<file path="config.mk">
export PLATFORM = sky130hd
export DESIGN_NAME = lru_key_value_cache_top
export DESIGN_NICKNAME = d
export VERILOG_FILES = /design/src/lkvc_pkg.sv /design/src/lkvc_cell.sv /design/src/lru_key_value_cache_top.sv
export SDC_FILE = /design/constraint.sdc
export NUM_CORES = 1
export LEC_CHECK = 0
export BUFFER_PORTS_ARGS = -buffer_cell sky130_fd_sc_hd__buf_4
export CAP_MARGIN = 20
export CORE_MARGIN = 4
export CORE_UTILIZATION = 60
export CTS_BUF_LIST = sky130_fd_sc_hd__clkbuf_16
export CTS_CLUSTER_DIAMETER = 120
export DETAILED_ROUTE_END_ITERATION = 6
export MAX_ROUTING_LAYER = met4
export PLACE_DENSITY = 0.85
export SKIP_LAST_GASP = 1
export SYNTH_ARGS = -nofsm -noshare
export SYNTH_HDL_FRONTEND = slang
export SYNTH_SLANG_ARGS = --single-unit
</file>
<file path="constraint.sdc">
create_clock -name clk -period 7.8 [get_ports clk]
set_input_delay 1.17 -clock clk [delete_from_list [all_inputs] [get_ports clk]]
set_output_delay 1.17 -clock clk [all_outputs]
set_load 0.02 [all_outputs]
</file>
<file path="src/lkvc_pkg.sv">
// lkvc_pkg: shared constants for the lru key/value cache
// operation codes and the capacity register width; no dependencies

package lkvc_pkg;

    // width of the capacity configuration register
    localparam int CAP_WIDTH = 5;

    // operation codes carried on func
    localparam logic FUNC_GET = 1'b0;
    localparam logic FUNC_SET = 1'b1;

endpackage : lkvc_pkg

</file>
<file path="src/lkvc_cell.sv">
// lkvc_cell: one entry of the recency-ordered cache chain
// holds valid, key and value; loads from its more recent neighbor on shift

module lkvc_cell #(
    parameter int KEY_WIDTH   = 16,
    parameter int VALUE_WIDTH = 16
) (
    input  logic                   clk,
    input  logic                   rst_n,
    input  logic                   shift_en,
    input  logic                   prev_valid,
    input  logic [KEY_WIDTH-1:0]   prev_key,
    input  logic [VALUE_WIDTH-1:0] prev_value,
    input  logic [KEY_WIDTH-1:0]   lookup_key,
    output logic                   valid,
    output logic [KEY_WIDTH-1:0]   key,
    output logic [VALUE_WIDTH-1:0] value,
    output logic                   match
);

    logic                   valid_reg;
    logic [KEY_WIDTH-1:0]   key_reg;
    logic [VALUE_WIDTH-1:0] value_reg;

    // valid bit, cleared at reset
    always_ff @(posedge clk or negedge rst_n)
    begin
        if (!rst_n)
        begin
            valid_reg <= 1'b0;
        end
        else if (shift_en)
        begin
            valid_reg <= prev_valid;
        end
    end

    // entry payload
    always_ff @(posedge clk)
    begin
        if (shift_en)
        begin
            key_reg   <= prev_key;
            value_reg <= prev_value;
        end
    end

    // local key compare
    assign match = valid_reg && (key_reg == lookup_key);
    assign valid = valid_reg;
    assign key   = key_reg;
    assign value = value_reg;

endmodule : lkvc_cell

</file>
<file path="src/lru_key_value_cache_top.sv">
// lru_key_value_cache_top: fully associative key/value cache with lru replacement
// built from a chain of lkvc_cell entries; uses lkvc_pkg
//
//  channel | signals                          | direction | accept
//  --------+----------------------------------+-----------+------------------------
//  in      | in_valid in_ready func key value | sink      | in_valid & in_ready
//  out     | out_valid out_ready hit          | source    | out_valid & out_ready
//          | read_value evicted               |           |
//  cfg     | cfg_wr_en cfg_wr_data            | sink      | cfg_wr_en
//
// one operation per cycle unless stalled; its result is out in the next cycle.
// the cycle is set by the parallel key compare over all cells and the one-step
// shift of the chain that moves the touched or new entry to the head.
// cell 0 is the most recent entry, valid entries fill cells 0..count-1.
// reset clears every cell's valid bit at once; no clearing pass is needed.
// the output register holds one result; input is taken while it is empty or drained.

module lru_key_value_cache_top #(
    parameter int ENTRIES     = 16,
    parameter int KEY_WIDTH   = 16,
    parameter int VALUE_WIDTH = 16
) (
    input  logic                           clk,
    input  logic                           rst_n,
    input  logic                           in_valid,
    output logic                           in_ready,
    input  logic                           func,
    input  logic [KEY_WIDTH-1:0]           key,
    input  logic [VALUE_WIDTH-1:0]         value,
    output logic                           out_valid,
    input  logic                           out_ready,
    output logic                           hit,
    output logic [VALUE_WIDTH-1:0]         read_value,
    output logic                           evicted,
    input  logic                           cfg_wr_en,
    input  logic [lkvc_pkg::CAP_WIDTH-1:0] cfg_wr_data
);

    import lkvc_pkg::*;

    localparam int IW   = (ENTRIES > 1) ? $clog2(ENTRIES) : 1;
    localparam int CW   = $clog2(ENTRIES + 1);
    localparam int CMPW = (CW > CAP_WIDTH) ? CW : CAP_WIDTH;

    // cell array signals
    logic [ENTRIES-1:0]                  cell_valid;
    logic [ENTRIES-1:0][KEY_WIDTH-1:0]   cell_key;
    logic [ENTRIES-1:0][VALUE_WIDTH-1:0] cell_value;
    logic [ENTRIES-1:0]                  cell_match;
    logic [ENTRIES-1:0]                  cell_shift;

    // control registers
    logic                 cap_default_reg;
    logic [CAP_WIDTH-1:0] cap_reg;
    logic [CW-1:0]        count_reg;
    logic [CW-1:0]        count_next;

    // output registers
    logic                   out_valid_reg;
    logic                   hit_reg;
    logic [VALUE_WIDTH-1:0] read_value_reg;
    logic                   evicted_reg;

    logic                   accept;
    logic                   hit_any;
    logic [IW-1:0]          hit_pos;
    logic [VALUE_WIDTH-1:0] hit_value;
    logic [CMPW-1:0]        eff_cap;
    logic                   full;
    logic                   do_evict;
    logic                   update;
    logic [CW-1:0]          limit;
    logic [VALUE_WIDTH-1:0] head_value;

    assign accept   = in_valid && in_ready;
    assign in_ready = !out_valid_reg || out_ready;

    // capacity register; the reset default means the full entry count
    always_ff @(posedge clk or negedge rst_n)
    begin
        if (!rst_n)
        begin
            cap_default_reg <= 1'b1;
            cap_reg         <= '0;
        end
        else if (cfg_wr_en)
        begin
            cap_default_reg <= 1'b0;
            cap_reg         <= cfg_wr_data;
        end
    end

    // effective capacity, clamped to 1..ENTRIES
    always_comb
    begin
        if (cap_default_reg)
        begin
            eff_cap = CMPW'(ENTRIES);
        end
        else if (cap_reg == '0)
        begin
            eff_cap = CMPW'(1);
        end
        else if (CMPW'(cap_reg) > CMPW'(ENTRIES))
        begin
            eff_cap = CMPW'(ENTRIES);
        end
        else
        begin
            eff_cap = CMPW'(cap_reg);
        end
    end

    assign full = (count_reg != '0) && (CMPW'(count_reg) >= eff_cap);

    // hit position and stored value, keys are unique among valid cells
    always_comb
    begin
        hit_pos   = '0;
        hit_value = '0;
        for (int i = 0; i < ENTRIES; i++)
        begin
            if (cell_match[i])
            begin
                hit_pos = IW'(i);
            end
            hit_value = hit_value | (cell_match[i] ? cell_value[i] : '0);
        end
    end

    assign hit_any  = |cell_match;
    assign do_evict = (func == FUNC_SET) && !hit_any && full;
    assign update   = accept && (hit_any || (func == FUNC_SET));

    // deepest cell that moves: the hit cell, or the tail on insert
    always_comb
    begin
        if (hit_any)
        begin
            limit = CW'(hit_pos);
        end
        else if (full)
        begin
            limit = count_reg - CW'(1);
        end
        else
        begin
            limit = count_reg;
        end
    end

    assign head_value = (func == FUNC_SET) ? value : hit_value;

    // entry chain, cell 0 takes the head entry
    for (genvar g = 0; g < ENTRIES; g++)
    begin : g_cell
        assign cell_shift[g] = update && (CW'(g) <= limit);

        if (g == 0)
        begin : g_head
            lkvc_cell #(
                .KEY_WIDTH   (KEY_WIDTH),
                .VALUE_WIDTH (VALUE_WIDTH)
            ) u_cell (
                .clk        (clk),
                .rst_n      (rst_n),
                .shift_en   (cell_shift[g]),
                .prev_valid (1'b1),
                .prev_key   (key),
                .prev_value (head_value),
                .lookup_key (key),
                .valid      (cell_valid[g]),
                .key        (cell_key[g]),
                .value      (cell_value[g]),
                .match      (cell_match[g])
            );
        end
        else
        begin : g_body
            lkvc_cell #(
                .KEY_WIDTH   (KEY_WIDTH),
                .VALUE_WIDTH (VALUE_WIDTH)
            ) u_cell (
                .clk        (clk),
                .rst_n      (rst_n),
                .shift_en   (cell_shift[g]),
                .prev_valid (cell_valid[g-1]),
                .prev_key   (cell_key[g-1]),
                .prev_value (cell_value[g-1]),
                .lookup_key (key),
                .valid      (cell_valid[g]),
                .key        (cell_key[g]),
                .value      (cell_value[g]),
                .match      (cell_match[g])
            );
        end
    end

    // held entry count
    always_comb
    begin
        count_next = count_reg;
        if (accept && (func == FUNC_SET) && !hit_any && !full)
        begin
            count_next = count_reg + CW'(1);
        end
    end

    always_ff @(posedge clk or negedge rst_n)
    begin
        if (!rst_n)
        begin
            count_reg <= '0;
        end
        else
        begin
            count_reg <= count_next;
        end
    end

    // result beat register
    always_ff @(posedge clk or negedge rst_n)
    begin
        if (!rst_n)
        begin
            out_valid_reg <= 1'b0;
        end
        else if (in_ready)
        begin
            out_valid_reg <= accept;
        end
    end

    always_ff @(posedge clk)
    begin
        if (accept)
        begin
            hit_reg        <= hit_any;
            read_value_reg <= (hit_any && (func == FUNC_GET)) ? hit_value : '0;
            evicted_reg    <= do_evict;
        end
    end

    assign out_valid  = out_valid_reg;
    assign hit        = hit_reg;
    assign read_value = read_value_reg;
    assign evicted    = evicted_reg;

endmodule : lru_key_value_cache_top

</file>
### Word-level counts from Yosys, hierarchy flattened

Index checks and enable logic that the tools add are counted.

| word-level totals | value |
|---|---|
| output and inout port bits | 20 |
| RAM bits | 0 |
| flip-flop bits (word level) | 558 |
| bits in latches | 0 |
| memories | 0 |
| logic and storage cells | 193 |
| bits in read-only memories | 0 |
| input port bits | 43 |

| cells by class | value |
|---|---|
| bitwise gates (word level) | 16 |
| reduce and logical (&&, ||, !) cells | 49 |
| mux-type cells | 37 |
| shift operators | 0 |
| add/subtract/negate cells | 2 |
| $lt $le $gt $ge | 18 |
| divide/modulo/power cells | 0 |
| multiply operators | 0 |
| equal/unequal tests | 16 |

Operators by type and width:

| kind | number |
|---|---|
| $mux 16 | 17 |
| $eq 16x16->1 | 16 |
| $or 16x16->16 | 15 |
| $mux 4 | 14 |
| $logic_and 1x1->1 | 41 |
| $le 4x5->1 const A | 8 |
| $mux 5 | 5 |
| $le 3x5->1 const A | 4 |
| $reduce_or 16->1 | 1 |
| $le 1x5->1 const A | 2 |
| $le 2x5->1 const A | 2 |
| $add 5x1->5 const B | 1 |
| $ge 5x5->1 | 1 |
| $gt 5x5->1 const B | 1 |
| $logic_not 5->1 | 1 |
| $reduce_bool 5->1 | 1 |
| $sub 5x1->5 const B | 1 |
| $logic_not 1->1 | 3 |
| $logic_or 1x1->1 | 2 |
| $mux 1 | 1 |
| $not 1->1 | 1 |

### Depth between registers and ports, before layout

Gate-level depths: netlist of the first run.

| logic depth | value |
|---|---|
| depth in word-level cells | 20 |
| depth in mapped cells | 14 |
| mapped depth without buffers | 14 |

### Cells and area by module

From an unflattened synthesis of the first run, not the netlist that was laid out.

| second synthesis, totals | value |
|---|---|
| cells, all modules | 1313 |
| area total of the unflattened synthesis | 22232.6 µm² |

Modules (own cells, without submodules):

| module | times used | seq. area each (µm²) | area an instance (µm²) | cells each |
|---|---|---|---|---|
| lkvc_cell | 16 | 985.9 | 1178.6 | 56 |
| lru_key_value_cache_top | 1 | 842.1 | 3374.5 | 417 |

### Worst setup path before layout of the first run

No wires, ideal clock.

| timing path | value |
|---|---|
| path kind | in2reg |
| start | input key[4] |
| end | register g_cell[5].g_body.u_cell.valid_reg |
| path buffers | 1 |
| data arrival time | 6.339 ns |
| setup time | 0.127 ns |
| required time | 7.673 ns |
| cell stages on the path | 11 |
| slack | 1.334 ns |
| cell sequence | buf_6 -> xor2_1 -> or4_1 -> nor2_1 -> or4b_2 -> o2111ai_1 -> nor4_1 -> a21oi_2 -> nand2_1 -> mux2i_1 -> mux2_2 |

| between the ends | value |
|---|---|
| cells in the longest elaborated chain, start to end | 20 |
| elaborated cells between the ends (all ways) | 53 |
| classes of those cells | order compare (1); eq/ne (16); mux (16); reduce/logical (20) |

RTL lines:

| what | RTL line | source |
|---|---|---|
| from (decl) | lru_key_value_cache_top.sv:28 | `input logic [KEY_WIDTH-1:0] key,` |
| $eq 16x16->1 | lkvc_cell.sv:49 | `assign match = valid_reg && (key_reg == lookup_key);` |
| $logic_and 1x1->1 | lkvc_cell.sv:49 |  |
| $mux 1 | lru_key_value_cache_top.sv:123 | `if (cell_match[i])` |
| $mux 4 (14 in series) | lru_key_value_cache_top.sv:123 |  |
| $mux 5 | lru_key_value_cache_top.sv:138 | `if (hit_any)` |
| $le 3x5->1 | lru_key_value_cache_top.sv:157 | `assign cell_shift[g] = update && (CW'(g) <= limit);` |
| $logic_and 1x1->1 (*) | lru_key_value_cache_top.sv:157 |  |
| net g_cell[5].g_body.u_cell.shift_en | lkvc_cell.sv:10 | `input logic shift_en,` |
| to (signal assigned) | lkvc_cell.sv:34 | `valid_reg <= prev_valid;` |
| to (decl) | lkvc_cell.sv:21 | `logic valid_reg;` |

The timed path passes the listed nets; every way through them passes the cells marked *.
A chain may end at the register's enable or synchronous reset.

### Worst setup path after layout of the first run

| timing path | value |
|---|---|
| start | input key[1] |
| end | register g_cell[6].g_body.u_cell.valid_reg |

| between the ends | value |
|---|---|
| cells in the longest elaborated chain, start to end | 20 |
| elaborated cells between the ends (all ways) | 53 |
| classes of those cells | order compare (1); eq/ne (16); mux (16); reduce/logical (20) |

RTL lines:

| what | RTL line |
|---|---|
| $eq 16x16->1 | lkvc_cell.sv:49 |
| $logic_and 1x1->1 | lkvc_cell.sv:49 |
| $mux 1 | lru_key_value_cache_top.sv:123 |
| $mux 4 (14 in series) | lru_key_value_cache_top.sv:123 |
| $mux 5 | lru_key_value_cache_top.sv:138 |
| $le 3x5->1 | lru_key_value_cache_top.sv:157 |
| $logic_and 1x1->1 (*) | lru_key_value_cache_top.sv:157 |
| net g_cell[6].g_body.u_cell.shift_en | lkvc_cell.sv:10 |
| to (signal assigned) | lkvc_cell.sv:34 |
| to (decl) | lkvc_cell.sv:21 |

Marks and branches as above.

==> results_dict.tcl, run 1 <==
set metrics [dict create \
    die_w_um 206 \
    ios 63 \
    drc 0 \
    cp-start-kind "primary input" \
    numPortBuffers 62 \
    holdCritPathClass "flop to flop" \
    layout-drive-gt1-share_pct 13.1 \
    synth_area_leaders "edfxtp_1 (67%), xnor2_1 (5.6%), xor2_1 (4.0%)" \
    grtUsageTotal_pct 28.5 \
    seq_area_frac_synth_pct 70.5 \
    vias 14600 \
    cp_top_family "simple AND/OR/NAND/NOR gates" \
    hold_viol 0 \
    core_um2 38700 \
    slew_violations 0 \
    clk_pin_slew_worst_paths_ns 0.06 \
    cts_tree "done" \
    synthMuxAreaShare_pct 1.05 \
    path_class "primary input to flop" \
    end_kind "flop" \
    finalCriticalPeriod_ns 5.24 \
    powerDensity_nw_per_um2 284 \
    grt_pass1_vias 15100 \
    fin_crit_sh_pct 67.2 \
    synth_common_cells "edfxtp_1 (530), xnor2_1 (152), xor2_1 (108), nor2_1 (80), nand4_1 (68)" \
    postCtsSetupBuffers 0 \
    synthAdderAreaFrac_pct 0.371 \
    netlist.area_leader.share_pct 67.5 \
    syn_nets 1596 \
    yosysMostFrequentCell "edfxtp_1" \
    htree_levels 2 \
    start_util_pct 60.9 \
    syn_inst 1546 \
    ir_worst_vdd_uv 210 \
    synth_cell_types 68 \
    grt_max_degree 35 \
    root_buffer "clkbuf_16" \
    max_freq_mhz 191 \
    synth_top_family_by_area "simple AND/OR/NAND/NOR gates" \
    final.setup.tns_ns 0 \
    clockBufferDepth 3 \
    synth_edf_count 530 \
    synth-seq-cells 558 \
    synth_area_um2 23600 \
    drtIter0Drc 1607 \
    max-slew-margin-rel_pct 15.6 \
    rsz0062_at_grt "false" \
    fillers 2489 \
    synth_ff_type "edfxtp_1" \
    antenna_found_initial 2 \
    setup_viol 0 \
    cap_violations 0 \
    avgSynthCellArea_um2 15.3 \
    wl_per_cell_um 26.8 \
    place_congestion 0.989 \
    nets 1680 \
    cts_buffers 54 \
    utilization_pct 67.9 \
    clk_latency_ns 0.62 \
    critPathArrivalTime_ns 5.74 \
    via_per_inst 6.67 \
    cts_sinks 558 \
    synthXorXnorAreaFrac_pct 9.66 \
    ant_nets 0 \
    critPathSlowestCell "nor2_4" \
    post_cts_resized 0 \
    synth_compound_area_share_pct 6.77 \
    p_leak_uw 0.00866 \
    routed_wl_um 58600 \
    crit_chain "buf_4 > xor2_1 > or4_1 > nor2_1 > or4b_2 > o2111ai_1 > nor4_1 > a21oi_4 > nand2_1 > nor2_4 > mux2_2" \
    tightest_slew_ns 1.27 \
    first_pass_iters 5 \
    grt-ovfl-total 0 \
    ys_async_sr_fraction_pct 5.02 \
    die_y_um 206 \
    critPathRequiredTime_ns 8.30 \
    worst-path-buf-inv 1 \
    holdBufCountCts 0 \
    synth_simple_gate_area_share_pct 9.67 \
    clock_skew_ns 0.0270 \
    ys_warn_count 0 \
    grt_pass1_wl_um 88000 \
    path_max_fanout 33 \
    status "finished clean" \
    yosysTopAreaCell "edfxtp_1" \
    area_growth_pct 11.5 \
    die_area_um2 42500 \
    cpPeakStageDelay_ns 0.95 \
    rows 72 \
    hpwl_um 39300 \
]
==> cells by family after synthesis <==
| logic type | after synthesis |
|---|---|
| buffers and inverters | 81 |
| AND/OR/NAND/NOR | 411 |
| XOR/XNOR | 260 |
| flip-flops | 558 |
| adder cells (fa/ha/maj) | 7 |
| multiplexers | 22 |
| AO/OA/AOI/OAI | 207 |
==> power by group <==
group	leakage (uW)	total (uW)	internal, uW	switching [uW]
Clock	0.000849	2510	1370	1140
Sequential	0.00517	3980	3740	239
Combinational	0.00264	991	310	681
==> final timing paths <==
| kind | cells past startpoint | endpoint | start | slack (ns) |
|---|---|---|---|---|
| min reg2reg | 0 | g_cell[10].g_body.u_cell.value[15] | g_cell[9].g_body.u_cell.value[15] | 0.44 |
| max | 11 | g_cell[6].g_body.u_cell.valid | key[1] | 2.56 |
| min in group asynchronous | 1 | cap_reg[3] | rst_n | 0.49 |
| max in group asynchronous | 1 | cap_default_reg | rst_n | 6.97 |
| min | 0 | g_cell[10].g_body.u_cell.value[15] | g_cell[9].g_body.u_cell.value[15] | 0.44 |
| max reg2reg | 10 | g_cell[6].g_body.u_cell.valid | g_cell[0].g_head.u_cell.key[4] | 3.01 |
==> final cells by class <==
| class | count | area (um2) | share of cell area (%) |
|---|---|---|---|
| Sequential cell | 558 | 16600 | 63.2 |
| Multi-Input combinational cell | 907 | 6590 | 25.1 |
| Clock buffer | 54 | 1350 | 5.14 |
| Timing Repair Buffer | 91 | 707 | 2.69 |
| Tap cell | 518 | 648 | 2.46 |
| Clock inverter | 43 | 317 | 1.20 |
| Inverter | 18 | 67.6 | 0.257 |
| Antenna cell | 1 | 2.50 | 0.00952 |
==> per-stage QoR <==
stage	std cells	hold WS, ns	power (uW)	setup WS (ns)	instance area (um2)
finish	2190	0.440	7480	2.56	26300
global route	2190	0.452	7720	2.48	26300
CTS	2187	0.447	7460	2.64	26300
detailed placement	2090	0.434	4990	2.02	24600
global placement	2090	0.429	4930	2.17	24600
floorplan	1546	0.426	4600	1.33	23600
==> layer usage <==
metal / track usage, % / up-vias / routed length, um / part of all wire, %
met3: 6.57 / 243 / 6940 / 12
li1: - / 6180 / - / -
met5: - / - / 0 / 0
met1: 35.5 / 7112 / 20700 / 35
met2: 45.6 / 1075 / 28300 / 48
met4: 12.3 / 0 / 2720 / 4.6
==> placed cells by master (no fill, tap or decap), drive strengths merged, types with 5 or more instances in the layout <==
master  instances
dfrtp          27
or4             6
nand2          42
a32oi           6
a21o            5
edfxtp        530
inv            25
mux2           18
nor4           43
xnor2         152
and3           16
nor2b           7
a22o           32
and4            7
nand2b          5
ha              7
buf            91
clkinv         31
clkbuf         54
nand4          68
a221oi         32
nor3           26
nor4b          11
or2             6
o21ai          14
xor2          108
a21oi          27
or3            14
o31ai           5
nor2           80
nand3          59
a22oi          64
Note: power is estimated with default switching activity, not from simulation.
==> inputs of run 2 (changes only) <==
--- a/config.mk
+++ b/config.mk
@@ -5,6 +5,7 @@
 export SDC_FILE = /design/constraint.sdc
 export NUM_CORES = 1
 export LEC_CHECK = 0
+export ABC_AREA = 1
 export BUFFER_PORTS_ARGS = -buffer_cell sky130_fd_sc_hd__buf_4
 export CAP_MARGIN = 20
 export CORE_MARGIN = 4
==> constraint.sdc (replaced) <==
create_clock -name clk -period 5 [get_ports clk]
set_input_delay 0.75 -clock clk [delete_from_list [all_inputs] [get_ports clk]]
set_output_delay 0.75 -clock clk [all_outputs]
set_load 0.02 [all_outputs]
==> run 2 against run 1 <==
The flow now finishes with violations (DRC). Worst hold slack lost 0.42 ns. Synthesized area rose by 11%. Non-clock buffer count increased by 21. Synthesized cell count is 60% higher. Die area is 10% higher. Critical endpoint is now g_cell[9].g_body.u_cell.value[9].
==> results_dict.tcl, run 2 <==
set metrics [dict create \
    violations "DRC" \
    avgSynthCellArea_um2 10.5 \
    syn_nets 2529 \
    finalCriticalPeriod_ns 4.19 \
    die_w_um 217 \
    die_area_um2 46900 \
    synth_cell_types 55 \
    rr_startpoint "cap_reg[4]" \
    core_um2 43100 \
    clock_skew_ns 0.0676 \
    wl_per_cell_um 25.0 \
    utilization_pct 67.6 \
    vias 20300 \
    final_area_um2 29100 \
    cp-start-kind "flop" \
    numPortBuffers 62 \
    final_common_cell "edfxtp_1" \
    cap_violations 0 \
    critPathArrivalTime_ns 4.47 \
    ys_warn_count 0 \
    hold_viol 0 \
    holdBufCountCts 0 \
    setup_viol 0 \
    clk_pin_slew_worst_paths_ns 0.06 \
    slew_violations 0 \
    path_max_fanout 17 \
    grt_max_degree 51 \
    rows 76 \
    busiest_layer "met2" \
    yosysMostFrequentCell "edfxtp_1" \
    holdCritPathClass "primary input to asynchronous set/reset pin" \
    synth_common_cells "edfxtp_1 (530), inv_1 (446), nand2_1 (390), nor2_1 (210), o22ai_1 (171)" \
    grt_use_met2_pct 49.7 \
    htree_levels 2 \
    p_leak_uw 0.0119 \
    first_pass_iters 7 \
    fin_crit_sh_pct 83.7 \
    grt_util_met3_pct 12.5 \
    synth-seq-cells 558 \
    synth_edf_count 530 \
    post_cts_resized 0 \
    clk_latency_ns 0.66 \
    r2r_cells 21 \
    place_congestion 1.03 \
    startpoint "cap_reg[4]" \
    fillers 3014 \
    cts_tree "done" \
    grt-ovfl-total 0 \
    final_cell_mix "edfxtp_1 (530), inv_1 (454), nand2_1 (390)" \
    cts_sinks 558 \
    ant_nets 0 \
    grt_pass1_vias 19900 \
    seq_area_frac_synth_pct 63.7 \
    placed_cell_area_um2 27300 \
    syn_inst 2479 \
    total_power_uw 13100 \
    use_met1_pct 45.4 \
    cts_buffers 55 \
    drc 4 \
    via_per_inst 6.33 \
    end_kind "flop" \
    drtIter0Drc 3484 \
    clockBufferDepth 3 \
    ys_async_sr_fraction_pct 5.02 \
    ir_worst_vdd_uv 338 \
    die_y_um 217 \
    nets 2621 \
    tightest_slew_ns 0.957 \
    final.setup.tns_ns 0 \
    netlist.area_leader.share_pct 61.0 \
    path_class "flop to flop" \
    grt_pass1_wl_um 119000 \
    status "complete, but fails checks" \
    synth_area_um2 26100 \
    critPathRequiredTime_ns 5.28 \
    synth_area_leaders "edfxtp_1 (61%), inv_1 (6.4%), nand2_1 (5.6%)" \
    root_buffer "clkbuf_16" \
    ios 63 \
    area_growth_pct 11.6 \
    r2r_end "g_cell[9].g_body.u_cell.value[9]" \
    r2r_setup_slack_ns 0.81 \
    start_util_pct 60.6 \
    grtUsageTotal_pct 34.7 \
    routed_wl_um 80000 \
    max-slew-margin-rel_pct 36.1 \
    worstSetupEndpoint "g_cell[9].g_body.u_cell.value[9]" \
    layout-drive-gt1-share_pct 11.1 \
    postCtsSetupBuffers 0 \
    synth_ff_type "edfxtp_1" \
    hpwl_um 56000 \
    antenna_found_initial 1 \
    rsz0062_at_grt "false" \
    powerDensity_nw_per_um2 451 \
    yosysTopAreaCell "edfxtp_1" \
    max_freq_mhz 239 \
]
[run 2: changes by cell type after synthesis, sizes merged, moves of 18 or more]
cell	change
nor3	+21
or2	+28
inv	+452
o21ai	+126
xnor2	-131
a22o	-32
nand2	+361
xor2	-65
buf	+23
a221oi	-32
nor2	+134
nand3	+18
o22ai	+167
a22oi	-64
[run 2: where the power goes]
group	leakage (uW)	internal, uW	switching [uW]	total (uW)
combinational	0.00570	600	1620	2220
sequential	0.00525	6140	547	6680
clock	0.000925	2380	1860	4240
[run 2: how the worst min path moves through the flow]
stage	to	slack, ns	cells after the start
floorplan	g_cell[10].g_body.u_cell.key[1]	0.43	0
global placement	g_cell[7].g_body.u_cell.value[12]	0.43	0
finish	count_reg[1]	0.02	1
CTS	count_reg[1]	0.02	1
detailed placement	g_cell[7].g_body.u_cell.value[8]	0.43	0
global route	count_reg[1]	0.04	1
[run 2: layout make-up]
class	count	area, um2	share of cell area, %
inverter	470	1770	6.09
tap	585	732	2.51
clock buffer	55	1380	4.73
clock inverter	47	469	1.61
sequential	558	16600	57.1
antenna	1	2.50	0.00859
multi-input combinational	1374	7280	25.0
timing repair buffer	112	878	3.02
[run 2: routing by layer]
metal | share of wire, % | wire length (um)
met5 | 0 | 0
met3 | 17 | 13400
met4 | 4.7 | 3760
met1 | 35 | 28400
met2 | 43 | 34500
[run 2: worst max-delay path: stages (launching register included)]
cell,delay [ns]
dfrtp_1,0.40
nor2_1,0.30
nand2_1,0.10
ha_1,0.30
a21oi_1,0.08
o21bai_1,0.12
a21oi_1,0.10
o21bai_1,0.20
nand2_1,0.18
nor2_1,0.37
nand3_1,0.12
nand2_1,0.16
nand3_1,0.12
nand2_2,0.13
nor2_4,0.06
inv_2,0.08
nand2_2,0.08
inv_2,0.10
buf_4,0.31
nand2_1,0.13
inv_1,0.08
buf_4,0.28
[run 2: kinds of logic after synthesis]
group	after synthesis	synth area share, %
simple gates	940	17.1
buf+inv	547	8.53
flops	558	63.7
fa+ha+maj	7	0.335
compound gates	361	8.13
mux	2	0.0863
xor+xnor	64	2.15
[run 2: through the flow]
step / setup slack (ns) / hold slack, ns / instances
6_report: 0.814 / 0.0245 / 3202
5_1_grt: 0.603 / 0.0387 / 3202
4_1_cts: 0.962 / 0.0248 / 3201
3_5_place_dp: 0.660 / 0.432 / 3099
3_3_place_gp: 0.750 / 0.427 / 3099
2_1_floorplan: 0.289 / 0.426 / 2479
